**src/hw/rtl/bps_pkg.sv**
```systemverilog
// ----------------------------------------------------------------------------
// bps_pkg
// types and constants shared by the beep pattern sequencer modules
// ----------------------------------------------------------------------------
`default_nettype none

package bps_pkg;

  localparam int unsigned FREQ_W    = 16;
  localparam int unsigned TIME_W    = 16;
  localparam int unsigned TOTAL_W   = TIME_W + 1;
  localparam int unsigned ELAPSED_W = 18;
  localparam int unsigned PERIOD_W  = 16;
  localparam int unsigned COUNT_W   = 16;

  localparam logic [PERIOD_W-1:0] TICK_PERIOD_RST = PERIOD_W'(1);

  // input item opcodes
  localparam logic OP_TICK = 1'b0;
  localparam logic OP_LOAD = 1'b1;

  typedef enum logic [1:0] {
    PH_IDLE  = 2'd0,
    PH_START = 2'd1,
    PH_SOUND = 2'd2,
    PH_QUIET = 2'd3
  } phase_t;

  typedef struct packed {
    logic              opcode;
    logic [FREQ_W-1:0] tone_freq;
    logic [TIME_W-1:0] on_time;
    logic [TIME_W-1:0] off_time;
    logic [COUNT_W-1:0] repeat_count;
  } bps_in_t;

  typedef struct packed {
    logic              drive_update;
    logic [FREQ_W-1:0] drive_freq;
  } bps_out_t;

  // classified command handed from front to back
  typedef struct packed {
    logic               load;
    logic               silent;
    logic               continuous;
    logic [FREQ_W-1:0]  freq;
    logic [TIME_W-1:0]  on_time;
    logic [TOTAL_W-1:0] total;
    logic [COUNT_W-1:0] cycles;
  } bps_cmd_t;

endpackage

`default_nettype wire

```
**src/hw/rtl/beep_pattern_sequencer.sv**
```systemverilog
// ----------------------------------------------------------------------------
// beep_pattern_sequencer
// tick driven tone on/off pattern sequencer with queue style ports
// ----------------------------------------------------------------------------
// every input transfer is one tick; with opcode set it first loads a new
// pattern (frequency, on time, off time, repeat count) and restarts it.
// every tick gives exactly one result: drive_update tells whether the tone
// drive was set on that tick, drive_freq is the value it now holds (0 is
// off). the block takes one tick per clock: the pattern state is updated in
// the back stage, so throughput is one transfer per cycle as long as results
// are popped. a tick's result reaches the result ports through the command
// queue register, then the back stage writes the result queue; a full result
// queue stalls it in between. tick_period may be written any time the block
// is idle; cfg_ready is always high.
`default_nettype none

module beep_pattern_sequencer
  import bps_pkg::*;
#(
  parameter int unsigned QUEUE_DEPTH = 2,   // front to back command queue
  parameter int unsigned OUT_DEPTH   = 2    // result queue
) (
  input  wire logic                clk,
  input  wire logic                rst_n,
  // tick input
  input  wire logic                in_push,
  input  wire bps_in_t             in_item,
  output logic                     in_full,
  // results
  output bps_out_t                 out_item,
  output logic                     out_empty,
  input  wire logic                out_pop,
  // tick period register
  input  wire logic                cfg_valid,
  output logic                     cfg_ready,
  input  wire logic [PERIOD_W-1:0] cfg_tick_period
);

  bps_cmd_t cmd;
  logic     cmd_empty;
  logic     cmd_pop;

  // register writes never stall
  assign cfg_ready = 1'b1;

  // front: takes ticks, classifies loads, buffers commands
  bps_front #(
    .DEPTH (QUEUE_DEPTH)
  ) u_front (
    .clk       (clk),
    .rst_n     (rst_n),
    .in_push   (in_push),
    .in_item   (in_item),
    .in_full   (in_full),
    .cmd_pop   (cmd_pop),
    .cmd       (cmd),
    .cmd_empty (cmd_empty)
  );

  // back: runs the pattern state and queues one result per tick
  bps_back #(
    .DEPTH (OUT_DEPTH)
  ) u_back (
    .clk        (clk),
    .rst_n      (rst_n),
    .cmd        (cmd),
    .cmd_empty  (cmd_empty),
    .cmd_pop    (cmd_pop),
    .cfg_wr     (cfg_valid && cfg_ready),
    .cfg_period (cfg_tick_period),
    .out_item   (out_item),
    .out_empty  (out_empty),
    .out_pop    (out_pop)
  );

endmodule

`default_nettype wire

```
**src/hw/rtl/bps_fifo.sv**
```systemverilog
// ----------------------------------------------------------------------------
// bps_fifo
// small register queue, one push and one pop per cycle
// ----------------------------------------------------------------------------
`default_nettype none

module bps_fifo #(
  parameter int unsigned WIDTH = 8,
  parameter int unsigned DEPTH = 2
) (
  input  wire logic             clk,
  input  wire logic             rst_n,
  input  wire logic             push,
  input  wire logic [WIDTH-1:0] wr_data,
  output logic                  full,
  input  wire logic             pop,
  output logic [WIDTH-1:0]      rd_data,
  output logic                  empty
);

  localparam int unsigned PTR_W = $clog2(DEPTH);
  localparam int unsigned CNT_W = $clog2(DEPTH + 1);

  logic [WIDTH-1:0] mem_r [DEPTH];
  logic [PTR_W-1:0] wr_ptr_r, wr_ptr_nxt;
  logic [PTR_W-1:0] rd_ptr_r, rd_ptr_nxt;
  logic [CNT_W-1:0] cnt_r, cnt_nxt;
  logic             do_push, do_pop;

  assign full    = (cnt_r == CNT_W'(DEPTH));
  assign empty   = (cnt_r == '0);
  assign do_push = push && !full;
  assign do_pop  = pop && !empty;
  assign rd_data = mem_r[rd_ptr_r];

  always_comb begin
    wr_ptr_nxt = wr_ptr_r;
    rd_ptr_nxt = rd_ptr_r;
    cnt_nxt    = cnt_r;
    if (do_push) begin
      wr_ptr_nxt = (wr_ptr_r == PTR_W'(DEPTH - 1)) ? '0 : wr_ptr_r + PTR_W'(1);
    end
    if (do_pop) begin
      rd_ptr_nxt = (rd_ptr_r == PTR_W'(DEPTH - 1)) ? '0 : rd_ptr_r + PTR_W'(1);
    end
    case ({do_push, do_pop})
      2'b10:   cnt_nxt = cnt_r + CNT_W'(1);
      2'b01:   cnt_nxt = cnt_r - CNT_W'(1);
      default: cnt_nxt = cnt_r;
    endcase
  end

  always_ff @(posedge clk) begin
    if (!rst_n) begin
      wr_ptr_r <= '0;
      rd_ptr_r <= '0;
      cnt_r    <= '0;
    end else begin
      wr_ptr_r <= wr_ptr_nxt;
      rd_ptr_r <= rd_ptr_nxt;
      cnt_r    <= cnt_nxt;
    end
  end

  always_ff @(posedge clk) begin
    if (do_push) begin
      mem_r[wr_ptr_r] <= wr_data;
    end
  end

endmodule

`default_nettype wire

```
**src/hw/rtl/bps_front.sv**
```systemverilog
// ----------------------------------------------------------------------------
// bps_front
// accepts ticks, classifies pattern loads and queues commands for the back
// ----------------------------------------------------------------------------
`default_nettype none

module bps_front
  import bps_pkg::*;
#(
  parameter int unsigned DEPTH = 2
) (
  input  wire logic    clk,
  input  wire logic    rst_n,
  input  wire logic    in_push,
  input  wire bps_in_t in_item,
  output logic         in_full,
  input  wire logic    cmd_pop,
  output bps_cmd_t     cmd,
  output logic         cmd_empty
);

  bps_cmd_t cmd_in;

  // pattern classification done once at load time
  always_comb begin
    cmd_in            = '0;
    cmd_in.load       = (in_item.opcode == OP_LOAD);
    cmd_in.silent     = (in_item.on_time == '0) || (in_item.tone_freq == '0);
    cmd_in.continuous = (in_item.off_time == '0);
    cmd_in.freq       = in_item.tone_freq;
    cmd_in.on_time    = in_item.on_time;
    cmd_in.total      = {1'b0, in_item.on_time} + {1'b0, in_item.off_time};
    cmd_in.cycles     = in_item.repeat_count;
  end

  bps_fifo #(
    .WIDTH ($bits(bps_cmd_t)),
    .DEPTH (DEPTH)
  ) u_cmd_q (
    .clk     (clk),
    .rst_n   (rst_n),
    .push    (in_push),
    .wr_data (cmd_in),
    .full    (in_full),
    .pop     (cmd_pop),
    .rd_data (cmd),
    .empty   (cmd_empty)
  );

endmodule

`default_nettype wire

```
**src/hw/rtl/bps_back.sv**
```systemverilog
// ----------------------------------------------------------------------------
// bps_back
// per-tick pattern state update and result queue
// ----------------------------------------------------------------------------
`default_nettype none

module bps_back
  import bps_pkg::*;
#(
  parameter int unsigned DEPTH = 2
) (
  input  wire logic                clk,
  input  wire logic                rst_n,
  input  wire bps_cmd_t            cmd,
  input  wire logic                cmd_empty,
  output logic                     cmd_pop,
  input  wire logic                cfg_wr,
  input  wire logic [PERIOD_W-1:0] cfg_period,
  output bps_out_t                 out_item,
  output logic                     out_empty,
  input  wire logic                out_pop
);

  phase_t               phase_r, phase_nxt, ph;
  logic [ELAPSED_W-1:0] elapsed_r, elapsed_nxt;
  logic [FREQ_W-1:0]    held_freq_r, held_freq_nxt;
  logic [TIME_W-1:0]    held_on_r, held_on_nxt;
  logic [TOTAL_W-1:0]   held_total_r, held_total_nxt;
  logic [COUNT_W-1:0]   cycles_left_r, cycles_left_nxt;
  logic [FREQ_W-1:0]    last_drive_r, last_drive_nxt;
  logic [PERIOD_W-1:0]  tick_period_r;
  logic [ELAPSED_W:0]   sum;
  logic [ELAPSED_W-1:0] adv;
  logic                 upd;
  logic [FREQ_W-1:0]    drv;
  logic                 out_full;
  bps_out_t             res;

  assign cmd_pop = !cmd_empty && !out_full;

  // saturating advance of the elapsed counter
  assign sum = {1'b0, elapsed_r} + (ELAPSED_W + 1)'(tick_period_r);
  assign adv = sum[ELAPSED_W] ? '1 : sum[ELAPSED_W-1:0];

  always_comb begin
    held_freq_nxt   = cmd.load ? cmd.freq    : held_freq_r;
    held_on_nxt     = cmd.load ? cmd.on_time : held_on_r;
    held_total_nxt  = cmd.load ? cmd.total   : held_total_r;
    cycles_left_nxt = cmd.load ? cmd.cycles  : cycles_left_r;
    ph              = cmd.load ? PH_START    : phase_r;
    phase_nxt       = ph;
    elapsed_nxt     = elapsed_r;
    upd             = 1'b0;
    drv             = '0;
    case (ph)
      PH_START: begin
        upd       = 1'b1;
        phase_nxt = PH_IDLE;
        if (!cmd.silent) begin
          drv = cmd.freq;
          if (!cmd.continuous) begin
            elapsed_nxt = '0;
            phase_nxt   = PH_SOUND;
          end
        end
      end
      PH_SOUND: begin
        elapsed_nxt = adv;
        if (adv >= ELAPSED_W'(held_on_nxt)) begin
          upd       = 1'b1;
          phase_nxt = PH_QUIET;
        end
      end
      PH_QUIET: begin
        elapsed_nxt = adv;
        if (adv >= ELAPSED_W'(held_total_nxt)) begin
          elapsed_nxt = adv - ELAPSED_W'(held_total_nxt);
          upd         = 1'b1;
          if (cycles_left_nxt == COUNT_W'(1)) begin
            phase_nxt = PH_IDLE;
          end else begin
            drv       = held_freq_nxt;
            phase_nxt = PH_SOUND;
            if (cycles_left_nxt != '0) begin
              cycles_left_nxt = cycles_left_nxt - COUNT_W'(1);
            end
          end
        end
      end
      default: begin
        phase_nxt = PH_IDLE;
      end
    endcase
    last_drive_nxt   = upd ? drv : last_drive_r;
    res.drive_update = upd;
    res.drive_freq   = last_drive_nxt;
  end

  always_ff @(posedge clk) begin
    if (!rst_n) begin
      phase_r       <= PH_IDLE;
      elapsed_r     <= '0;
      held_freq_r   <= '0;
      held_on_r     <= '0;
      held_total_r  <= '0;
      cycles_left_r <= '0;
      last_drive_r  <= '0;
    end else if (cmd_pop) begin
      phase_r       <= phase_nxt;
      elapsed_r     <= elapsed_nxt;
      held_freq_r   <= held_freq_nxt;
      held_on_r     <= held_on_nxt;
      held_total_r  <= held_total_nxt;
      cycles_left_r <= cycles_left_nxt;
      last_drive_r  <= last_drive_nxt;
    end
  end

  always_ff @(posedge clk) begin
    if (!rst_n) begin
      tick_period_r <= TICK_PERIOD_RST;
    end else if (cfg_wr) begin
      tick_period_r <= cfg_period;
    end
  end

  bps_fifo #(
    .WIDTH ($bits(bps_out_t)),
    .DEPTH (DEPTH)
  ) u_out_q (
    .clk     (clk),
    .rst_n   (rst_n),
    .push    (cmd_pop),
    .wr_data (res),
    .full    (out_full),
    .pop     (out_pop),
    .rd_data (out_item),
    .empty   (out_empty)
  );

endmodule

`default_nettype wire

```
**config.mk**
```make
export PLATFORM = sky130hd
export DESIGN_NAME = beep_pattern_sequencer
export DESIGN_NICKNAME = d
export VERILOG_FILES = /design/src/hw/rtl/bps_pkg.sv /design/src/hw/rtl/beep_pattern_sequencer.sv /design/src/hw/rtl/bps_fifo.sv /design/src/hw/rtl/bps_front.sv /design/src/hw/rtl/bps_back.sv
export SDC_FILE = /design/constraint.sdc
export NUM_CORES = 1
export LEC_CHECK = 0
export ABC_AREA = 1
export BUFFER_PORTS_ARGS = -buffer_cell sky130_fd_sc_hd__clkbuf_2
export CORE_ASPECT_RATIO = 0.6
export CORE_MARGIN = 2
export CORE_UTILIZATION = 55
export CTS_CLUSTER_SIZE = 40
export DETAILED_ROUTE_END_ITERATION = 16
export HOLD_SLACK_MARGIN = 0.12
export MAX_ROUTING_LAYER = met4
export PLACE_DENSITY_LB_ADDON = 0.2
export SYNTH_ARGS = -nofsm -noshare
export SYNTH_HDL_FRONTEND = slang
export SYNTH_SLANG_ARGS = --single-unit
```
**constraint.sdc**
```tcl
create_clock -name clk -period 8.9 [get_ports clk]
set_clock_uncertainty 0.15 [all_clocks]
set_input_delay 0.445 -clock clk [delete_from_list [all_inputs] [get_ports clk]]
set_output_delay 0.445 -clock clk [all_outputs]
set_load 0.01 [all_outputs]
```
# [Word level (Yosys, flattened, before mapping)]
# Memory sizes are Yosys's and may differ from the RTL's. A register that Yosys moved wholly into a read port is not among the register bits.
# Cells that the tools add are included.
[classes] addsub=12 n_lt_le_gt_ge=2 eq_ne=12 n_mux=42 n_reduce_logical=20
[op_table] operator="2-to-1 mux 16 bit" count=11
[op_table] operator="2-to-1 mux 18 bit" count=4
[op_table] operator="one-hot mux 18 bit (3 select lines)" count=1
[op_table] operator="zero test 16 bit" count=3
[op_table] operator="one-hot mux 16 bit (2 select lines)" count=1
[op_table] operator="adder 18 x 16 -> 19 bit" count=1
[op_table] operator="greater-or-equal comparator 18 x 16 -> 1 bit" count=1
[op_table] operator="greater-or-equal comparator 18 x 17 -> 1 bit" count=1
[op_table] operator="subtractor 18 x 17 -> 18 bit" count=1
[op_table] operator="adder 16 x 16 -> 17 bit" count=1
[op_table] operator="2-to-1 mux 17 bit" count=1
[op_table] operator="equality test 16 x 1 -> 1 bit, second input constant" count=1
[op_table] operator="nonzero test 16 bit" count=1
[op_table] operator="subtractor 16 x 1 -> 16 bit, second input constant" count=1
[op_table] operator="2-to-1 mux 1 bit" count=14
[op_table] operator="equality test 2 bit, second input constant" count=6
[op_table] operator="2-to-1 mux 2 bit" count=6
[op_table] operator="one-hot mux 2 bit (2 select lines)" count=2
[op_table] operator="equality test 2 x 1 -> 1 bit, second input constant" count=3
[op_table] operator="one-hot mux 2 bit (3 select lines)" count=1
[op_table] operator="logical AND 1 bit" count=5
[op_table] operator="adder 1 bit, second input constant" count=4
[op_table] operator="adder 2 x 1 -> 2 bit, second input constant" count=2
[op_table] operator="zero test 1 bit" count=4
[op_table] operator="8 further kinds" count=12
[word_totals] register_bits=125 ram_bits=170 in_bits=86 output_inout_bits=20 elab_cells=104 n_memories=2
[memory_table] memory="u_front.u_cmd_q.mem_r" depth=2 width=68 read_ports=1 rd_clocked_by_memory_dff=1 write_ports=1 line_no="bps_fifo.sv:24" text="logic [WIDTH-1:0] mem_r [DEPTH];"
[memory_table] memory="u_back.u_out_q.mem_r" depth=2 width=17 read_ports=1 rd_clocked_by_memory_dff=1 write_ports=1 line_no="bps_fifo.sv:24"

# [Logic depth before layout (Yosys ltp)]
[depth] ltp_word=6 mapped_depth=32 depth_no_buf=31

# [By module]
# From an unflattened synthesis, not the netlist that was laid out.
[unflattened] cells_unflattened=1876 hier_area_um2=16633.5
[modules_own_cells] module="bps_back" n_inst=1 cells_each=1320 area_each_um2=8760.9 seq_area_each_um2=2342.2
[modules_own_cells] module="bps_fifo at u_front.u_cmd_q" n_inst=1 cells_each=252 area_each_um2=5243.8 seq_area_each_um2=4184.0
[modules_own_cells] module="bps_fifo at u_back.u_out_q" n_inst=1 cells_each=93 area_each_um2=1530.2 seq_area_each_um2=1121.1
[modules_own_cells] module="bps_front" n_inst=1 cells_each=209 area_each_um2=1087.3 seq_area_each_um2=0.0
[modules_own_cells] module="beep_pattern_sequencer" n_inst=1 cells_each=2 area_each_um2=11.3 seq_area_each_um2=0.0

# [Worst setup path after synthesis]
# OpenSTA, ideal clock, no wires.
[synth_path] path_kind="register to register" startpoint="reg u_back.tick_period_r[0]" endpoint="reg u_back.elapsed_r[6]" setup_time_ns=0.070 arrival_time_ns=3.982 t_required_ns=8.680 slack_ns=4.697 stages_incl_launch_ff=28 path_buffers=2 period_less_slack_ns=4.203 cell_sequence="dfxtp_1 > ha_1 > fa_1 > nand3_1 > nand2_1 > nand2_1 > nand2_1 > nand2_1 > a21oi_2 > clkbuf_1 > nor2_1 > ha_1 > inv_1 > fa_1 > nand2_1 > nand3_1 > nand3_1 > nand2_1 > nand2_1 > nand2_1 > a21oi_1 > nand2_4 > buf_4 > nor2_2 > nor2_1 > o21ai_0 > nand2_1 > a21oi_1"
[synth_between] elab_chain_cells=5 word_cells_on_any_way=6 classes_between="add/sub (2); order compare (1); mux (3)"
[synth_rtl] element="from (decl)" line_no="bps_back.sv:31" text="logic [PERIOD_W-1:0] tick_period_r;"
[synth_rtl] element="from (signal assigned)" line_no="bps_back.sv:123" text="tick_period_r <= cfg_period;"
[synth_rtl] element="adder 18 x 16 -> 19 bit (*)" line_no="bps_back.sv:42" text="assign sum = {1'b0, elapsed_r} + (ELAPSED_W + 1)'(tick_period_r);"
[synth_rtl] element="2-to-1 mux 18 bit (*)" line_no="bps_back.sv:43" text="assign adv = sum[ELAPSED_W] ? '1 : sum[ELAPSED_W-1:0];"
[synth_rtl] element="subtractor 18 x 17 -> 18 bit / greater-or-equal comparator 18 x 17 -> 1 bit (equally long branches)" line_no="bps_back.sv:77, bps_back.sv:76"
[synth_rtl] element="2-to-1 mux 18 bit" line_no="bps_back.sv:76" text="if (adv >= ELAPSED_W'(held_total_nxt)) begin"
[synth_rtl] element="one-hot mux 18 bit (3 select lines) (*)" line_no="bps_back.sv:55" text="case (ph)"
[synth_rtl] element="to (signal assigned)" line_no="bps_back.sv:110" text="elapsed_r <= elapsed_nxt;"
[synth_rtl] element="to (decl)" line_no="bps_back.sv:25" text="logic [ELAPSED_W-1:0] elapsed_r, elapsed_nxt;"
# Mark *: on every way between the ends. The rest lies on a longest branch, timed or not.
# A chain may end at the register's enable or synchronous reset.

==> metrics.md <==
| Metric | Value |
|---|---|
| Fin. max-slew vios | 0 |
| Tcrit/Tclk final | 59.5% |
| Seq. cell area | 7650 µm² |
| NetSw | 0.00253 W |
| R2R setup slack | 3600 ps |
| GPL Wtd Cong | 0.911 |
| Sequential power share | 33.8% |
| Fraction of registers with async set/reset | 0% |
| Synth Register Bits | 297 |
| Grt total ovfl | 0 |
| Routed Antenna Nets | 0 |
| Max-cap check violation count | 0 |
| Die Wd | 223 µm |
| Root buffer cell | clkbuf_16 |
| Clock sink total | 297 |
| Max Root-Sink Buffers | 3 |
| Clk_lat worst skew | 580 ps |
| Min cycle time layout | 5300 ps |
| I/O pin cnt | 106 |
| Vias in the first global route | 12393 |
| Net Sw Frac | 42.6% |
| Worst slack, placed | 3660 ps |
| H-tree depth | 1 |
| Final-report hold violation count | 0 |
| Share of the synthesized area in the top cell type | 32.2% |
| Detailed Place HPWL | 27900 µm |
| Crit start category | register |
| Worst Max-Slew Pin Slew | 1060 ps |
| Clk slew on worst S/H paths | 70 ps |
| RSZ-0062 raised after global routing | no |
| Port Buf Inserts | 104 |
| Yosys cell types | 50 |
| Fillers | 2450 |
| WL final | 40900 µm |
| Initial antenna violation count | 0 |
| Leak pwr | 8.08 nW |
| Syn_nets | 2030 |
| Gate Count Post-Synth | 1872 |
| Count leader, synth | nand2_1 |
| Post-CTS resize count | 0 |
| Area leader, netlist | edfxtp_1 |
| Total track usage | 28.1% |
| Setup crit end kind | register |
| Rows | 48 |
| Top cells by area, synth | edfxtp_1, dfxtp_1, nand2_1 |
| Pwr Density | 327 nW/µm² |
| Mapped cell area | 15900 µm² |
| WL per Instance | 17.0 µm |
| Sequential element share of the synthesized area | 48.2% |
| Total CTS buffers | 28 |
| Max Freq | 189 MHz |
| WS Path Type | reg2reg |
| DRT iter0 DRCs | 1068 |
| VDD IR max | 0.206 mV |
| Comb pwr share | 45.8% |
| Worst path required time | 9210 ps |
| Core ar. | 28600 µm² |
| Diode count | 0 |
| Synth cell count leaders | nand2_1, inv_1, edfxtp_1 |
| Setup Viol. Count Final | 0 |
| Area of the multi-input gates | 7100 µm² |
| Slew HR | 29.1% |
| Via-to-Cell Ratio | 5.45 |
| Starting Density | 55.5% |
| CTS tree | yes |
| DR vias | 13093 |
| Clock share of power | 20.3% |
| Global-route wire length before repair | 65300 µm |
| Die area | 30300 µm² |
| Crit path DAT | 5610 ps |
| DRC viols | 0 |
| Internal power | 0.00341 W |
| Worst setup margin | 3600 ps |
| Die height | 136 µm |
| Synthesis Warnings | 0 |
| Initial DRT Pass Iterations | 5 |
| Layout net count | 2165 |
| Number of enable flip-flop cells after synthesis | 170 |
| Largest fanout on the critical path | 79 |
| Synth Flop Type | edfxtp_1 |
| Outcome | completed |
| Hold Crit Class | in2reg |
| Share of layout cells above drive strength 1 | 12.4% |
| Syn_area_per_cell | 8.48 µm² |
| Setup TNS Final | 0 ps |
| Synthesis-to-layout area growth | 14.6% |
| Largest net degree at the start of global routing | 93 |
==> registers in the layout, indices dropped and copies added, names as in the netlist, named ones only <==
register                  cells
u_back.u_out_q.rd_ptr_r       1
u_back.phase_r                2
u_front.u_cmd_q.cnt_r         2
u_front.u_cmd_q.mem_r       136
u_back.elapsed_r             18
u_back.u_out_q.mem_r         34
u_back.held_freq_r           16
u_back.cycles_left_r         16
u_back.held_on_r             16
u_front.u_cmd_q.rd_ptr_r      1
u_back.tick_period_r         16
u_front.u_cmd_q.wr_ptr_r      1
u_back.held_total_r          17
u_back.last_drive_r          16
u_back.u_out_q.wr_ptr_r       1
u_back.u_out_q.cnt_r          2
==> layout by cell type, fill, tap and decap left out, types with 14 or more instances in the layout <==
cell type and count:
a21oi_1 90, clkbuf_16 29, clkbuf_2 104, dfxtp_1 126, dlygate4sd3_1 66, edfxtp_1 170
ha_1 69, inv_1 182, inv_2 21, mux2_2 17, mux2i_1 17, nand2_1 497
nand3_1 107, nand4_1 14, nor2_1 143, o211ai_1 51, o21ai_0 115, o21ai_1 14
xnor2_1 17, xor2_1 33
==> metal layers <==
metal  wire, µm  up-vias  global-route usage [%]  part of all wire, %
li1           -     6550                       -                    -
met1      20500     6072                    42.4                   50
met2      16900      428                    40.5                   41
met3       2970       43                    3.64                  7.3
met4        562        0                    5.59                  1.4
met5          0        -                       -                    0
==> worst max-delay path: stages (launching register included) <==
cell and delay, ps:
dfxtp_2 480, inv_2 90, buf_4 510, nand2_2 130, nand2_4 580, buf_4 610
o21ai_0 210, ha_1 380, nand2_1 120, inv_1 60, nand2_1 60, nand2_1 50
a21oi_1 130, nand2_1 100, nand2_1 70, nand2_1 50, a21oi_1 250, nand2_4 290
nand2_8 270, inv_2 90, nand2_2 90, xor2_1 160, nand2_1 60, nand2_1 100
inv_1 40
==> through the flow <==
| stage | utilization (%) | instance area (µm²) | total power [W] | cells | hold WS (ps) |
|---|---|---|---|---|---|
| 6_report | 63.6 | 18200 | 0.00594 | 2404 | 159 |
| 5_1_grt | 63.6 | 18200 | 0.00638 | 2404 | 166 |
| 4_1_cts | 63.6 | 18200 | 0.00594 | 2404 | 139 |
| 3_5_place_dp | 58.1 | 16600 | 0.00470 | 2286 | 298 |
| 3_3_place_gp | 58.1 | 16600 | 0.00464 | 2286 | 286 |
| 2_1_floorplan | - | 15900 | 0.00401 | 1872 | 276 |
==> power groups by stage <==
stage	clock network (W)	registers (W)	logic, W
6_report	0.00121	0.00201	0.00272
5_1_grt	0.00127	0.00205	0.00306
4_1_cts	0.00123	0.00201	0.00270
3_5_place_dp	0	0.00203	0.00266
3_3_place_gp	0	0.00202	0.00262
2_1_floorplan	0	0.00198	0.00203
==> timing repair <==
| item | CTS | global route |
|---|---|---|
| hold buffers | 66 | 0 |
| hold endpoints to repair | 115 | 0 |
| setup buffers | 0 | 0 |
==> worst paths after layout <==
kind / cells past startpoint / start / endpoint
max: 24 / register / u_back.cycles_left_r[0]$_SDFFE_PN0P_
min: 4 / in_item[22] / u_front.u_cmd_q.mem_r[1][65]$_DFFE_PP_
max reg2reg: 24 / register / u_back.cycles_left_r[0]$_SDFFE_PN0P_
min reg2reg: 1 / u_back.u_out_q.rd_ptr_r$_SDFFE_PN0P_ / u_back.u_out_q.rd_ptr_r$_SDFFE_PN0P_
==> area by class of cell <==
type,instances,share of cell area [%]
well taps,375,2.58
flip-flops and latches,297,42.1
repair buffers,181,6.95
clock inverters,14,0.888
inverters,205,4.26
clock buffers,38,4.18
multi-input cells,1294,39.1
==> logic make-up after synthesis <==
family / synth area share (%)
AO/OA/AOI/OAI: 12.4
XOR/XNOR: 2.76
adder cells (fa/ha/maj): 5.82
buffers and inverters: 7.19
flip-flops: 48.2
multiplexers: 2.28
other: 0.0236
AND/OR/NAND/NOR: 21.3
Power figures use the tool's default switching activity.
